<file path="config.mk">
export PLATFORM = sky130hd
export DESIGN_NAME = sblc_ram
export DESIGN_NICKNAME = d
export VERILOG_FILES = /design/src/hdl/sblc_ram.sv
export SDC_FILE = /design/constraint.sdc
export NUM_CORES = 1
export LEC_CHECK = 0
export BUFFER_PORTS_ARGS = -buffer_cell sky130_fd_sc_hd__buf_2
export CORE_MARGIN = 3
export CORE_UTILIZATION = 43
export CTS_CLUSTER_DIAMETER = 50
export DETAILED_ROUTE_END_ITERATION = 8
export PLACE_DENSITY = 0.61
export SYNTH_ARGS = -nofsm -noshare
export SYNTH_HDL_FRONTEND = slang
export SYNTH_SLANG_ARGS = --single-unit
</file>
<file path="constraint.sdc">
create_clock -name clock -period 2.25 [get_ports clock]
set_input_delay 0.1125 -clock clock [delete_from_list [all_inputs] [get_ports clock]]
set_output_delay 0.1125 -clock clock [all_outputs]
set_load 0.05 [all_outputs]
</file>
<file path="src/hdl/sblc_ram.sv">
// ----------------------------------------------------------------------------
// sblc_ram: generic simple dual-port RAM
// One write port and one read port, read data registered.
// ----------------------------------------------------------------------------
`default_nettype none
module sblc_ram #(
   parameter int WIDTH = 8,
   parameter int DEPTH = 16
) (
   input  wire logic                     clock,
   input  wire logic                     wr_en,
   input  wire logic [$clog2(DEPTH)-1:0] wr_addr,
   input  wire logic [WIDTH-1:0]         wr_data,
   input  wire logic [$clog2(DEPTH)-1:0] rd_addr,
   output logic      [WIDTH-1:0]         rd_data
);
   logic [WIDTH-1:0] mem [DEPTH];

   always_ff @(posedge clock) begin
      if (wr_en) begin
         mem[wr_addr] <= wr_data;
      end
      rd_data <= mem[rd_addr];
   end
endmodule
`default_nettype wire

</file>
==> impl_metrics.toml <==
[route]
initialDrtViolationCount = 215
firstDrtPassIters = 4
post_drt_wl_per_cell_um = 21.77
vias = 2405
routed_via_density = 5.466
final_antenna_net_count = 0
drt_wl_total_um = 9578
drc = 0

[synth]
synth_adder_area_share = 0
synth_edf_count = 128
ys_top_cells_by_area = "edfxtp_1, mux4_2, mux4_1"
yosys.area_share.simple = 0.03184
synth-compound-area-share = 0.02333
netlist.area_leader.share = 0.7467
ys_ff_latch = 136
syn_nets = 247
syn_area_per_cell_sq_um = 22.48
synthFlopType = "edfxtp_1"
synth_top_family_by_area = "multiplexers"
yosys-mux-area-fraction = 0.1502
synthXorXnorAreaFrac = 0
syn-instance-count = 229
yosysTopAreaCell = "edfxtp_1"
syn_area_sq_mm = 0.005147
ys_types = 19
synth_most_common_cell = "edfxtp_1"
ys_warn_count = 0
synthTopCellsByCount = "edfxtp_1, mux4_2, a22oi_1"
ys_seq_area_frac = 0.7778
async_flop_share = 0

[timing]
fin_crit_ns = 1.357
setup-tns-final_ns = 0
slew_headroom = 0.5979
hold_viol = 0
final_max_slew_viol_count = 0
fin_crit_sh = 0.6030
fin_skew_ns = 0.009083
hold_slack_ns = 0.08876
tightestPinTransition_ns = 0.6010
setup-violations-final = 0
rsz0062_at_grt = "false"
fmax_ghz = 0.7370

[worst_setup_path]
crit_arrival_ns = 1.64
cp_data_required_time_ns = 2.53
crit_fanout = 1
crit_path_start_kind = "flop"
worstSetupPathType = "flop to flop"
cp-end-kind = "flop"

[power]
power_density_mw_per_mm2 = 971.5
p_leak_nw = 2.114
power_mw = 5.987
ir_drop_mv = 0.6207

[final_layout]
area_growth_pct = 19.71
final_layout_size_suffix_gt1_frac = 0.3232
fin_nets = 302
n_antenna_cell = 0
fillers = 879
fin_area_sq_mm = 0.006162

[floorplanning]
die_w_um = 115.4
rows = 39
ios = 26
die_y_um = 115.4
core-area_sq_mm = 0.01156
start_util = 0.4451
die_area_sq_mm = 0.01332

[placed_design]
globalplace.congestion = 0.7455
numPortBuffers = 25
dp_hpwl_um = 6349
postPlaceCellArea_sq_mm = 0.005548

[global_routing]
overflow = 0
grt_max_degree = 20
antenna_found_initial = 0
grtUsageMet2 = 0.2438
gr-usage-met1 = 0.2260
track_usage = 0.1603
grt_pass1_vias = 2510
gr-usage-met3 = 0.04491
grt_pass1_wl_um = 15170
grt_busiest_layer = "met2"

[cts]
clkSlewWorstSetupHoldPaths_ns = 0.06
cts_buffers = 17
cts_setup_buffers = 0
htree_num_levels = 4
cts_buffer_depth = 2
clock_latency_ns = 0.41
cts_tree = "done"
numClockSinks = 136
cts_root_buffer = "clkbuf_16"
post_cts_resized = 0
holdBufCountCts = 0

[status]
status = "finished, final reports clean"

[min_path]
hold_class = "input pin to flop"

[flow_run]
cap_violations = 0
## metrics by stage
step	util	setup slack, ns	instances
6_report	0.5328	0.8932	440
5_1_grt	0.5328	0.8359	440
4_1_cts	0.5328	0.8963	440
3_5_place_dp	0.4797	0.5546	408
3_3_place_gp	0.4797	0.5715	408
2_1_floorplan	-	0.6446	229
## logic make-up (layout without fill, tap and decap cells)
| group | count (synthesis) | count (layout) |
|---|---|---|
| compound gates | 16 | 16 |
| buf+inv | 10 | 78 |
| flops | 136 | 136 |
| mux | 32 | 32 |
| simple gates | 35 | 35 |
## cell usage in the layout (no fill, tap or decap)
cell type   Yosys  layout
a22oi_1        16      16
and2_1          1       1
and2b_1         1       1
buf_12          0       2
buf_2           3      25
buf_4           1      19
bufinv_16       0       3
clkbuf_1        0       1
clkbuf_16       0      17
clkbuf_8        0       1
clkinv_2        0       2
clkinv_4        0       4
clkinvlp_4      0       1
dfxtp_1         8       8
edfxtp_1      128     128
inv_6           0       2
inv_8           0       1
mux4_1         14      14
mux4_2         18      18
nand2_1         9       9
nand2b_1        2       2
nand3_1         1       1
nand3b_1        2       2
nor2_1         13      13
nor2b_1         1       1
nor3_1          4       4
or3b_2          1       1
## worst paths after layout
kind,from,endpoint,slack (ns),cells after the start
hold / removal,wr_data[3],mem[7][3],0.09,1
hold reg to reg,mem[14][2],rd_data[2],0.67,3
setup reg to reg,mem[0][5],rd_data[5],0.89,3
setup / recovery,mem[0][5],rd_data[5],0.89,3
## critical path: stages (launching register included)
cell,delay [ns]
edfxtp_1,0.36
mux4_1,0.49
a22oi_1,0.30
nand2_1,0.09
## state kept, by name, indices dropped and copies added, names as in the netlist
name,flops
rd_data,8
mem,128
## report_power, final
group          internal, mW  total [mW]  switching [mW]  leakage (nW)
Clock                  1.79        2.82            1.03         0.300
Combinational         0.116       0.320           0.203         0.590
Sequential             2.83        2.85          0.0174          1.22
Total                  4.74        5.99            1.25          2.11
## layout make-up
cell class              count  area [sq um]  area share
well taps                 143         178.9     0.02904
clock buffers              19         442.9     0.07188
multi-input cells          83          1057      0.1716
repair buffers             46         307.8     0.04995
clock inverters            13         171.4     0.02782
flip-flops and latches    136          4004      0.6497
## per-layer routing
metal	vias to the layer above	wire, um
met3	7	561
met5	-	0
li1	1082	-
met1	1238	4356
met2	78	4576
met4	0	83
(Power assumes the default switching activity.)
